$ cat src/lrr_pkg.sv
// lrr_pkg: shared types, constants and helper functions for the line and rectangle rasterizer
// no dependencies; used by every module under src
`timescale 1ns / 1ps
`default_nettype none

package lrr_pkg;

  localparam int DISP_WIDTH  = 320;
  localparam int DISP_HEIGHT = 240;
  localparam int COORD_BITS  = 12;
  localparam int COORD_MAX   = (1 << (COORD_BITS - 1)) - 1;

  localparam int DELTA_W = COORD_BITS + 1;
  localparam int ERR_W   = COORD_BITS + 3;
  localparam int COLOR_W = 18;
  localparam int CHAN_W  = 6;
  localparam int ADDR_W  = 18;

  // pixel coordinate widths once a position is known to be on the display
  localparam int PX_W = $clog2(DISP_WIDTH + 1);
  localparam int PY_W = $clog2(DISP_HEIGHT + 1);

  localparam int IQ_DEPTH = 4;
  localparam int IQ_PTR_W = $clog2(IQ_DEPTH);
  localparam int IQ_CNT_W = $clog2(IQ_DEPTH + 1);
  localparam int OQ_DEPTH = 4;
  localparam int OQ_PTR_W = $clog2(OQ_DEPTH);
  localparam int OQ_CNT_W = $clog2(OQ_DEPTH + 1);
  localparam int OQ_RES_W = $clog2(OQ_DEPTH + 3);

  localparam logic OP_START = 1'b0;
  localparam logic OP_STEP  = 1'b1;

  typedef logic signed [COORD_BITS-1:0] coord_t;

  typedef enum logic [1:0] {
    KIND_LINE    = 2'd0,
    KIND_OUTLINE = 2'd1,
    KIND_FILL    = 2'd2,
    KIND_NONE    = 2'd3
  } kind_t;

  typedef struct packed {
    logic               op;
    logic [1:0]         kind;
    coord_t             coord_x;
    coord_t             coord_y;
    coord_t             far_x;
    coord_t             far_y;
    logic [COLOR_W-1:0] color_rgb666;
  } in_item_t;

  typedef struct packed {
    logic              pixel_valid;
    logic [ADDR_W-1:0] byte_address;
    logic [7:0]        red8;
    logic [7:0]        green8;
    logic [7:0]        blue8;
    logic              done_res;
  } out_item_t;

  // classified item: for rectangles x1/y1 hold the far corner already saturated
  typedef struct packed {
    logic               is_step;
    kind_t              kind;
    logic               active;
    coord_t             x0;
    coord_t             y0;
    coord_t             x1;
    coord_t             y1;
    coord_t             height;
    logic [COLOR_W-1:0] color;
  } cmd_t;

  typedef struct packed {
    logic avail;
    logic take;
  } cmd_hs_t;

  typedef struct packed {
    coord_t                   cur_x;
    coord_t                   cur_y;
    coord_t                   end_x;
    coord_t                   end_y;
    logic [DELTA_W-1:0]       dx;
    logic [DELTA_W-1:0]       dy;
    logic                     sxn;
    logic                     syn;
    logic signed [ERR_W-1:0]  err;
  } line_t;

  typedef struct packed {
    logic               lit;
    logic               done;
    logic [PX_W-1:0]    x;
    logic [PY_W-1:0]    y;
    logic [COLOR_W-1:0] color;
  } pix_t;

  function automatic line_t load_line(coord_t x0, coord_t y0, coord_t x1, coord_t y1);
    line_t                     r;
    logic signed [COORD_BITS:0] ddx;
    logic signed [COORD_BITS:0] ddy;
    ddx = {x1[COORD_BITS-1], x1} - {x0[COORD_BITS-1], x0};
    ddy = {y1[COORD_BITS-1], y1} - {y0[COORD_BITS-1], y0};
    r.cur_x = x0;
    r.cur_y = y0;
    r.end_x = x1;
    r.end_y = y1;
    r.dx    = ddx[COORD_BITS] ? DELTA_W'(-ddx) : DELTA_W'(ddx);
    r.dy    = ddy[COORD_BITS] ? DELTA_W'(-ddy) : DELTA_W'(ddy);
    r.sxn   = !(x0 < x1);
    r.syn   = !(y0 < y1);
    r.err   = $signed({2'b00, r.dx}) - $signed({2'b00, r.dy});
    return r;
  endfunction

  // far rectangle edge, clamped to the largest coordinate
  function automatic coord_t far_edge(coord_t org, coord_t size);
    logic signed [COORD_BITS:0] t;
    t = {org[COORD_BITS-1], org} + {size[COORD_BITS-1], size} - 1'b1;
    if (t > COORD_MAX) begin
      return coord_t'(COORD_MAX);
    end
    return t[COORD_BITS-1:0];
  endfunction

endpackage

`default_nettype wire

$ cat src/line_and_rect_rasterizer.sv
// line_and_rect_rasterizer: top level, front queue, primitive walker and result pipeline
// depends on lrr_pkg, lrr_front, lrr_back, lrr_emit
//
//   channel   ports                       direction  moves
//   input     push, full, in_item         in         start and step items
//   result    empty, pop, out_item        out        one result per item
//
// one item per cycle sustained while the result queue has room; a taken item's
// result passes the row multiply and times three registers and a result queue slot.
// the walker is the single loop: one Bresenham step or segment load per taken step item.
// reset is synchronous, active low; it empties both queues and leaves the block idle.
// with pop held low the four-entry result queue fills, the walker stops, then the
// four-entry input queue fills and full rises.
`timescale 1ns / 1ps
`default_nettype none

module line_and_rect_rasterizer (
  input  wire logic              clk,
  input  wire logic              rst_n,
  input  wire logic              push,
  output logic                   full,
  input  wire lrr_pkg::in_item_t in_item,
  output logic                   empty,
  input  wire logic              pop,
  output lrr_pkg::out_item_t     out_item
);

  lrr_pkg::cmd_hs_t cmd_hs;
  lrr_pkg::cmd_t    cmd;
  logic             cmd_take;
  logic             emit_ready;
  logic             pix_valid;
  lrr_pkg::pix_t    pix;

  lrr_front u_front (
    .clk      (clk),
    .rst_n    (rst_n),
    .push     (push),
    .full     (full),
    .in_item  (in_item),
    .cmd_hs_o (cmd_hs),
    .cmd_take (cmd_take),
    .cmd      (cmd)
  );

  lrr_back u_back (
    .clk        (clk),
    .rst_n      (rst_n),
    .cmd_avail  (cmd_hs.avail),
    .cmd        (cmd),
    .cmd_take   (cmd_take),
    .emit_ready (emit_ready),
    .pix_valid  (pix_valid),
    .pix        (pix)
  );

  lrr_emit u_emit (
    .clk        (clk),
    .rst_n      (rst_n),
    .pix_valid  (pix_valid),
    .pix        (pix),
    .emit_ready (emit_ready),
    .empty      (empty),
    .pop        (pop),
    .out_item   (out_item)
  );

  a_take_has_item: assert property (@(posedge clk) disable iff (!rst_n)
    cmd_take |-> cmd_hs.avail && cmd_hs.take)
    else $error("walker took an item from an empty queue");

  a_start_dark: assert property (@(posedge clk) disable iff (!rst_n)
    (cmd_hs.take && !cmd.is_step) |-> (pix_valid && !pix.lit))
    else $error("start item produced a pixel");

  a_lit_on_screen: assert property (@(posedge clk) disable iff (!rst_n)
    (pix_valid && pix.lit) |->
      (pix.x < lrr_pkg::DISP_WIDTH) && (pix.y < lrr_pkg::DISP_HEIGHT))
    else $error("lit pixel outside the display");

  a_dark_result_zero: assert property (@(posedge clk) disable iff (!rst_n)
    (!empty && !out_item.pixel_valid) |->
      (out_item.byte_address == '0) && (out_item.red8 == '0) &&
      (out_item.green8 == '0) && (out_item.blue8 == '0))
    else $error("dropped pixel carries address or color");

endmodule

`default_nettype wire

$ cat src/lrr_front.sv
// lrr_front: takes input items, classifies them and holds them in a short queue
// depends on lrr_pkg
`timescale 1ns / 1ps
`default_nettype none

module lrr_front (
  input  wire logic              clk,
  input  wire logic              rst_n,
  input  wire logic              push,
  output logic                   full,
  input  wire lrr_pkg::in_item_t in_item,
  output lrr_pkg::cmd_hs_t       cmd_hs_o,
  input  wire logic              cmd_take,
  output lrr_pkg::cmd_t          cmd
);

  lrr_pkg::cmd_t                   cls;
  logic                            rect_ok;
  lrr_pkg::cmd_t                   mem_r [lrr_pkg::IQ_DEPTH];
  logic [lrr_pkg::IQ_PTR_W-1:0]    wr_ptr_r, wr_ptr_nxt;
  logic [lrr_pkg::IQ_PTR_W-1:0]    rd_ptr_r, rd_ptr_nxt;
  logic [lrr_pkg::IQ_CNT_W-1:0]    cnt_r, cnt_nxt;
  logic                            wr_en;
  logic                            rd_en;

  always_comb begin
    rect_ok     = (in_item.far_x > 0) && (in_item.far_y > 0);
    cls.is_step = (in_item.op == lrr_pkg::OP_STEP);
    cls.kind    = lrr_pkg::kind_t'(in_item.kind);
    cls.color   = in_item.color_rgb666;
    cls.height  = in_item.far_y;
    cls.x0      = in_item.coord_x;
    cls.y0      = in_item.coord_y;
    cls.x1      = in_item.far_x;
    cls.y1      = in_item.far_y;
    cls.active  = 1'b0;
    unique case (cls.kind) inside
      lrr_pkg::KIND_LINE: begin
        cls.active = 1'b1;
      end
      lrr_pkg::KIND_OUTLINE, lrr_pkg::KIND_FILL: begin
        cls.active = rect_ok;
        cls.x1     = lrr_pkg::far_edge(in_item.coord_x, in_item.far_x);
        cls.y1     = lrr_pkg::far_edge(in_item.coord_y, in_item.far_y);
      end
      default: begin
        cls.active = 1'b0;
      end
    endcase
  end

  assign full           = (cnt_r == lrr_pkg::IQ_CNT_W'(lrr_pkg::IQ_DEPTH));
  assign cmd_hs_o.avail = (cnt_r != '0);
  assign cmd_hs_o.take  = rd_en;
  assign wr_en          = push && !full;
  assign rd_en          = cmd_take && cmd_hs_o.avail;
  assign cmd            = mem_r[rd_ptr_r];

  always_comb begin
    wr_ptr_nxt = wr_en ? wr_ptr_r + 1'b1 : wr_ptr_r;
    rd_ptr_nxt = rd_en ? rd_ptr_r + 1'b1 : rd_ptr_r;
    cnt_nxt    = cnt_r;
    if (wr_en && !rd_en) begin
      cnt_nxt = cnt_r + 1'b1;
    end else if (!wr_en && rd_en) begin
      cnt_nxt = cnt_r - 1'b1;
    end
  end

  always_ff @(posedge clk) begin
    if (!rst_n) begin
      wr_ptr_r <= '0;
      rd_ptr_r <= '0;
      cnt_r    <= '0;
    end else begin
      wr_ptr_r <= wr_ptr_nxt;
      rd_ptr_r <= rd_ptr_nxt;
      cnt_r    <= cnt_nxt;
    end
  end

  always_ff @(posedge clk) begin
    if (wr_en) begin
      mem_r[wr_ptr_r] <= cls;
    end
  end

endmodule

`default_nettype wire

$ cat src/lrr_back.sv
// lrr_back: primitive walker, one queued item per cycle with emit_ready high, Bresenham stepping, segment sequencing
// depends on lrr_pkg
`timescale 1ns / 1ps
`default_nettype none

module lrr_back (
  input  wire logic           clk,
  input  wire logic           rst_n,
  input  wire logic           cmd_avail,
  input  wire lrr_pkg::cmd_t  cmd,
  output logic                cmd_take,
  input  wire logic           emit_ready,
  output logic                pix_valid,
  output lrr_pkg::pix_t       pix
);

  localparam logic [1:0] SEG_TOP    = 2'd0;
  localparam logic [1:0] SEG_LEFT   = 2'd1;
  localparam logic [1:0] SEG_RIGHT  = 2'd2;
  localparam logic [1:0] SEG_BOTTOM = 2'd3;
  localparam int         LAST_SEG   = 3;

  logic                                busy_r, busy_nxt;
  lrr_pkg::kind_t                      kind_r, kind_nxt;
  lrr_pkg::line_t                      ln_r, ln_nxt;
  lrr_pkg::coord_t                     org_x_r, org_x_nxt;
  lrr_pkg::coord_t                     org_y_r, org_y_nxt;
  lrr_pkg::coord_t                     cx2_r, cx2_nxt;
  lrr_pkg::coord_t                     cy2_r, cy2_nxt;
  lrr_pkg::coord_t                     height_r, height_nxt;
  logic [lrr_pkg::COORD_BITS-1:0]      seg_r, seg_nxt;
  logic [lrr_pkg::COLOR_W-1:0]         color_r, color_nxt;

  logic                                fire;
  logic                                inb;
  logic                                at_end;
  logic                                more;
  logic [lrr_pkg::COORD_BITS-1:0]      seg_n;
  logic signed [lrr_pkg::COORD_BITS:0] ny_wide;
  lrr_pkg::coord_t                     sx0, sy0, sx1, sy1;
  lrr_pkg::line_t                      seg_line;
  logic signed [lrr_pkg::ERR_W:0]      e2, ndy, pdx;
  logic signed [lrr_pkg::ERR_W-1:0]    err_n;

  assign fire     = cmd_avail && emit_ready;
  assign cmd_take = fire;

  always_comb begin
    inb = (ln_r.cur_x >= 0) && (ln_r.cur_x < lrr_pkg::DISP_WIDTH) &&
          (ln_r.cur_y >= 0) && (ln_r.cur_y < lrr_pkg::DISP_HEIGHT);
    at_end  = (ln_r.cur_x == ln_r.end_x) && (ln_r.cur_y == ln_r.end_y);
    seg_n   = seg_r + 1'b1;
    ny_wide = {org_y_r[lrr_pkg::COORD_BITS-1], org_y_r} + {1'b0, seg_n};

    more = 1'b0;
    if (kind_r == lrr_pkg::KIND_OUTLINE) begin
      more = (seg_r < lrr_pkg::COORD_BITS'(LAST_SEG));
    end else if (kind_r == lrr_pkg::KIND_FILL) begin
      more = (seg_n < height_r) && (ny_wide <= lrr_pkg::COORD_MAX);
    end

    // endpoints of the next outline segment or fill row
    sx0 = org_x_r;
    sy0 = org_y_r;
    sx1 = cx2_r;
    sy1 = cy2_r;
    if (kind_r == lrr_pkg::KIND_FILL) begin
      sy0 = ny_wide[lrr_pkg::COORD_BITS-1:0];
      sy1 = ny_wide[lrr_pkg::COORD_BITS-1:0];
    end else begin
      unique case (seg_n[1:0])
        SEG_TOP: begin
          sy1 = org_y_r;
        end
        SEG_LEFT: begin
          sx1 = org_x_r;
        end
        SEG_RIGHT: begin
          sx0 = cx2_r;
        end
        SEG_BOTTOM: begin
          sy0 = cy2_r;
        end
        default: begin
          sy1 = org_y_r;
        end
      endcase
    end
    seg_line = lrr_pkg::load_line(sx0, sy0, sx1, sy1);

    e2  = {ln_r.err, 1'b0};
    ndy = -$signed({3'b000, ln_r.dy});
    pdx = $signed({3'b000, ln_r.dx});
  end

  always_comb begin
    busy_nxt   = busy_r;
    kind_nxt   = kind_r;
    ln_nxt     = ln_r;
    org_x_nxt  = org_x_r;
    org_y_nxt  = org_y_r;
    cx2_nxt    = cx2_r;
    cy2_nxt    = cy2_r;
    height_nxt = height_r;
    seg_nxt    = seg_r;
    color_nxt  = color_r;
    err_n      = ln_r.err;

    pix_valid  = fire;
    pix.lit    = 1'b0;
    pix.done   = 1'b0;
    pix.x      = ln_r.cur_x[lrr_pkg::PX_W-1:0];
    pix.y      = ln_r.cur_y[lrr_pkg::PY_W-1:0];
    pix.color  = color_r;

    if (fire) begin
      if (!cmd.is_step) begin
        kind_nxt   = cmd.kind;
        seg_nxt    = '0;
        color_nxt  = cmd.color;
        busy_nxt   = cmd.active;
        org_x_nxt  = cmd.x0;
        org_y_nxt  = cmd.y0;
        cx2_nxt    = cmd.x1;
        cy2_nxt    = cmd.y1;
        height_nxt = cmd.height;
        // top edge of a rectangle runs from the origin to the far x
        ln_nxt     = lrr_pkg::load_line(cmd.x0, cmd.y0, cmd.x1,
                                        (cmd.kind == lrr_pkg::KIND_LINE) ? cmd.y1 : cmd.y0);
        pix.done   = !cmd.active;
      end else if (!busy_r) begin
        pix.done = 1'b1;
      end else begin
        pix.lit = inb;
        if (at_end) begin
          if (more) begin
            seg_nxt = seg_n;
            ln_nxt  = seg_line;
          end else begin
            busy_nxt = 1'b0;
            pix.done = 1'b1;
          end
        end else begin
          if (e2 > ndy) begin
            err_n        = err_n - $signed({2'b00, ln_r.dy});
            ln_nxt.cur_x = ln_r.sxn ? ln_r.cur_x - 1'b1 : ln_r.cur_x + 1'b1;
          end
          if (e2 < pdx) begin
            err_n        = err_n + $signed({2'b00, ln_r.dx});
            ln_nxt.cur_y = ln_r.syn ? ln_r.cur_y - 1'b1 : ln_r.cur_y + 1'b1;
          end
          ln_nxt.err = err_n;
        end
      end
    end
  end

  always_ff @(posedge clk) begin
    if (!rst_n) begin
      busy_r   <= 1'b0;
      kind_r   <= lrr_pkg::KIND_LINE;
      ln_r     <= '0;
      org_x_r  <= '0;
      org_y_r  <= '0;
      cx2_r    <= '0;
      cy2_r    <= '0;
      height_r <= '0;
      seg_r    <= '0;
      color_r  <= '0;
    end else begin
      busy_r   <= busy_nxt;
      kind_r   <= kind_nxt;
      ln_r     <= ln_nxt;
      org_x_r  <= org_x_nxt;
      org_y_r  <= org_y_nxt;
      cx2_r    <= cx2_nxt;
      cy2_r    <= cy2_nxt;
      height_r <= height_nxt;
      seg_r    <= seg_nxt;
      color_r  <= color_nxt;
    end
  end

endmodule

`default_nettype wire

$ cat src/lrr_emit.sv
// lrr_emit: two-stage address pipeline (row multiply, then times three) and result queue
// depends on lrr_pkg
`timescale 1ns / 1ps
`default_nettype none

module lrr_emit (
  input  wire logic           clk,
  input  wire logic           rst_n,
  input  wire logic           pix_valid,
  input  wire lrr_pkg::pix_t  pix,
  output logic                emit_ready,
  output logic                empty,
  input  wire logic           pop,
  output lrr_pkg::out_item_t  out_item
);

  localparam int AW = lrr_pkg::ADDR_W;
  localparam int CW = lrr_pkg::CHAN_W;

  logic                           v1_r;
  logic                           lit1_r;
  logic                           done1_r;
  logic [lrr_pkg::COLOR_W-1:0]    color1_r;
  logic [AW-1:0]                  lin1_r, lin1_nxt;
  logic                           v2_r;
  lrr_pkg::out_item_t             res2_r, res2_nxt;

  lrr_pkg::out_item_t             mem_r [lrr_pkg::OQ_DEPTH];
  logic [lrr_pkg::OQ_PTR_W-1:0]   wr_ptr_r, rd_ptr_r;
  logic [lrr_pkg::OQ_CNT_W-1:0]   cnt_r, cnt_nxt;
  logic [lrr_pkg::OQ_RES_W-1:0]   reserved;
  logic                           rd_en;

  // slots already promised to items still in the pipeline count as taken
  assign reserved   = lrr_pkg::OQ_RES_W'(cnt_r) + lrr_pkg::OQ_RES_W'(v1_r)
                    + lrr_pkg::OQ_RES_W'(v2_r);
  assign emit_ready = (reserved < lrr_pkg::OQ_RES_W'(lrr_pkg::OQ_DEPTH));
  assign empty      = (cnt_r == '0);
  assign rd_en      = pop && !empty;
  assign out_item   = mem_r[rd_ptr_r];

  always_comb begin
    lin1_nxt = AW'(pix.y) * AW'(lrr_pkg::DISP_WIDTH) + AW'(pix.x);

    res2_nxt.pixel_valid  = lit1_r;
    res2_nxt.done_res     = done1_r;
    res2_nxt.byte_address = '0;
    res2_nxt.red8         = '0;
    res2_nxt.green8       = '0;
    res2_nxt.blue8        = '0;
    if (lit1_r) begin
      res2_nxt.byte_address = lin1_r + {lin1_r[AW-2:0], 1'b0};
      res2_nxt.red8         = {color1_r[3*CW-1:2*CW], 2'b00};
      res2_nxt.green8       = {color1_r[2*CW-1:CW], 2'b00};
      res2_nxt.blue8        = {color1_r[CW-1:0], 2'b00};
    end

    cnt_nxt = cnt_r;
    if (v2_r && !rd_en) begin
      cnt_nxt = cnt_r + 1'b1;
    end else if (!v2_r && rd_en) begin
      cnt_nxt = cnt_r - 1'b1;
    end
  end

  always_ff @(posedge clk) begin
    if (!rst_n) begin
      v1_r     <= 1'b0;
      v2_r     <= 1'b0;
      wr_ptr_r <= '0;
      rd_ptr_r <= '0;
      cnt_r    <= '0;
    end else begin
      v1_r  <= pix_valid;
      v2_r  <= v1_r;
      cnt_r <= cnt_nxt;
      if (v2_r) begin
        wr_ptr_r <= wr_ptr_r + 1'b1;
      end
      if (rd_en) begin
        rd_ptr_r <= rd_ptr_r + 1'b1;
      end
    end
  end

  always_ff @(posedge clk) begin
    lit1_r   <= pix.lit;
    done1_r  <= pix.done;
    color1_r <= pix.color;
    lin1_r   <= lin1_nxt;
    res2_r   <= res2_nxt;
    if (v2_r) begin
      mem_r[wr_ptr_r] <= res2_r;
    end
  end

endmodule

`default_nettype wire
$ cat config.mk
export PLATFORM = sky130hd
export DESIGN_NAME = line_and_rect_rasterizer
export DESIGN_NICKNAME = d
export VERILOG_FILES = /design/src/lrr_pkg.sv /design/src/line_and_rect_rasterizer.sv /design/src/lrr_front.sv /design/src/lrr_back.sv /design/src/lrr_emit.sv
export SDC_FILE = /design/constraint.sdc
export NUM_CORES = 2
export LEC_CHECK = 0
export ABC_AREA = 1
export BUFFER_PORTS_ARGS = -buffer_cell sky130_fd_sc_hd__clkbuf_2
export CAP_MARGIN = 20
export CORE_UTILIZATION = 59
export CTS_BUF_LIST = sky130_fd_sc_hd__clkbuf_4 sky130_fd_sc_hd__clkbuf_8
export DETAILED_ROUTE_END_ITERATION = 8
export HOLD_SLACK_MARGIN = 0.08
export PLACE_DENSITY = 0.79
export SYNTH_ARGS = -nofsm -noshare
export SYNTH_HDL_FRONTEND = slang
export SYNTH_SLANG_ARGS = --single-unit
$ cat constraint.sdc
create_clock -name clk -period 5.3 [get_ports clk]
set_input_delay 0.265 -clock clk [delete_from_list [all_inputs] [get_ports clk]]
set_output_delay 0.265 -clock clk [all_outputs]
set_load 0.02 [all_outputs]
==> reports/metrics.cfg <==
[floorplan]
fp.dieW_um=267
num_rows=96
io_pins=119
die_h_um=267
start_util_pct=60.1
fp.dieArea_um2=71400
core_um2=69100

[grt]
grt_pass1_vias=34800
grt_max_degree=85
grt.total_usage_pct=32.7
antenna_found_initial=2
grt_remaining_overflow=0
grt_pass1_wl_mm=184

[logic_synthesis]
ys_types=63
synth_cells=4797
ys.flop_type=edfxtp_1
synth_area_leader_cell=edfxtp_1
ys_ff_latch=760
yosysMostFrequentCell=nand2_1
synth_top_area_share_pct=34.7
synth_common_cells=nand2_1 (846), inv_1 (549), o21ai_0 (488)
async_flop_share_pct=0
ys_seq_area_share_pct=48.3
ys_top_cells_by_area=edfxtp_1 (35%), dfxtp_1 (14%), ha_1 (8.2%)
synth_edf_count=480
syn_area_um2=41500
ys_warn_count=0
syn_avg_cell_area_um2=8.65

[setup_path]
cp_slowest_cell=dfxtp_2
worstPathMaxFanout=4
cp_common_cell=nand2_1
crit_path_end=u_back.e2[11]$_SDFFE_PN0P_
r2r_end=u_back.e2[11]$_SDFFE_PN0P_
cp.required_ps=5910
start_kind=flip-flop
cp_top_family=simple AND/OR/NAND/NOR gates
worstSetupPathType=reg -> reg
cp-startpoint=u_back.seg_r[2]$_SDFFE_PN0P_
worst-path-buf-inv=7
slowest_delay_ps=340
rrSetupSlack_ps=-390
crit_cells=41
r2r-start=u_back.seg_r[2]$_SDFFE_PN0P_
critPathArrivalTime_ps=6300
rr_worst_depth=41
end_kind=flip-flop

[routing]
wl_per_cell_um=18.8
drc=0
drt_iter0_markers=3778
wirelength_mm=120
vias_per_cell=5.76
ant_nets=0
routed-via-count=36600
dr.pass1.iters=6

[sta]
slew_headroom_pct=40.2
skew_ps=36.7
grt_setup_unrepaired=true
final_hold_viol_count=0
period_share_pct=107
fmax_mhz=176
layout_min_cycle_time_ps=5690
worstMarginPinSlew_ps=895
layout_setup_ws_ps=-392
finalSetupViolCount=10
holdWs_ps=184
slew_viol_final=0

[clock_tree]
clock_latency_ps=760
cts_made_buffers=116
cts_tree=built
ctsHtreeMaxLevel=3
ctsRootBufferMaster=clkbuf_8
clk_pin_slew_ps=70
cts.sinks=760
cts.path.max_buffers=3

[place]
dp_hpwl_mm=79.4
port_buffers=112
place_congestion=1.02
place_area_um2=45400

[layout]
nFillCells=4889
synthToLayoutAreaGrowth_pct=20.3
multi_input_area_um2=19300
drive_above_1_share_pct=17.8
fin_area_um2=49900
nNetsFinal=5691
regArea_um2=20000

[job]
max-cap-violations=0

[outcome]
failed_checks=negative setup slack
outcome=finished, violations left

[hold_path]
hp-class=in -> reg

[worst min path at each step]
stage,to,start,slack (ps),cells past startpoint
final,u_front.mem_r[1][53]$_DFFE_PP_,in_item[41],180,3
after floorplan,u_emit.res2_r[0]$_DFF_P_,u_emit.done1_r$_SDFF_PN0_,310,0
after detailed placement,u_emit.res2_r[0]$_DFF_P_,u_emit.done1_r$_SDFF_PN0_,320,0
after CTS,u_front.mem_r[1][53]$_DFFE_PP_,in_item[41],130,3
after global placement,u_emit.res2_r[0]$_DFF_P_,u_emit.done1_r$_SDFF_PN0_,320,0
after global routing,u_front.mem_r[0][53]$_DFFE_PP_,in_item[41],200,3
[state kept, by name, indices dropped and copies added (netlist names), 3 cells and up, named ones only]
name             count
u_back.color_r      18
u_back.cx2_r        12
u_back.cy2_r        12
u_back.e2           15
u_back.height_r     12
u_back.ln_r         59
u_back.org_x_r      12
u_back.org_y_r      12
u_back.pix          17
u_back.seg_r        12
u_emit.cnt_r         3
u_emit.color1_r     18
u_emit.lin1_r       18
u_emit.mem_r       152
u_emit.res2_r       38
u_front.cnt_r        3
u_front.mem_r      328
[metal layers]
layer,GRT usage [%],wire length (um),vias up
met4,13.8,5110,0
met2,54.2,56700,1837
li1,-,-,17400
met5,0,0,-
met1,43.0,47800,17000
met3,4.55,10300,334
[tightest hold or removal path, stage by stage]
cell	delay, ps
clkbuf_2	160
nand2_1	80
o21ai_0	230
[cells by family (layout without fill, tap and decap cells)]
group / after synthesis / after routing / synth area share (%)
adders and majority gates: 290 / 290 / 9.07
other: 1 / 9 / 0.00904
and+or+nand+nor: 1631 / 1632 / 16.2
muxes: 2 / 2 / 0.0483
buffers and inverters: 769 / 1396 / 7.30
AOI/OAI and AO/OA: 1197 / 1197 / 15.9
DFF: 760 / 760 / 48.3
xor gates and xnor gates: 147 / 147 / 3.17
[placed cells by master, fill, tap and decap left out, types with 12 or more instances in the layout]
cell type / count
ha_1: 253
nand3_2: 18
a31oi_1: 37
buf_4: 397
nand4_1: 32
inv_2: 34
nand2_1: 823
o22ai_1: 96
a211oi_1: 13
clkbuf_2: 111
nor2_4: 12
or2_2: 25
fa_1: 16
clkinv_1: 16
clkinv_2: 12
nand3_1: 130
nor4_1: 15
dfxtp_1: 272
o211ai_1: 19
ha_4: 15
xor2_1: 97
nor2_1: 456
xnor2_1: 36
o21bai_1: 18
a21oi_1: 386
nand2_2: 27
o21ai_0: 461
nor3_1: 45
clkbuf_4: 48
inv_1: 533
clkbuf_8: 133
a21oi_2: 12
edfxtp_1: 480
dlygate4sd3_1: 72
a32oi_1: 18
o21ai_1: 52
[layout make-up]
class,count,area share (%)
Antenna cell,2,0.0100
Clock buffer,181,4.39
Clock inverter,40,0.792
Inverter,573,4.33
Multi-Input combinational cell,3275,38.8
Sequential cell,760,40.2
Tap cell,931,2.33
Timing Repair Buffer,602,9.22
[stage by stage]
stage	setup TNS (ps)	worst slack, ps	cells	utilization [%]
finish	-2870	-392	6364	72.2
CTS	-183	-47.0	6356	71.3
floorplan	0	25.2	4803	-
global route	-6290	-741	6364	72.2
detailed placement	-4240	-567	6035	65.8
global placement	-2750	-435	6035	65.8
[timing repair]
item / CTS / global route
pin swaps: 34 / 65
resized for setup: 83 / 125
gates cloned: 0 / 1
hold buffers: 72 / 0
setup endpoints to repair: 12 / 12
hold endpoints to repair: 375 / 0
setup buffers: 29 / 12
Power is not shown: default switching activity piles up to over one toggle a cycle in this logic, so the estimate is an artifact.
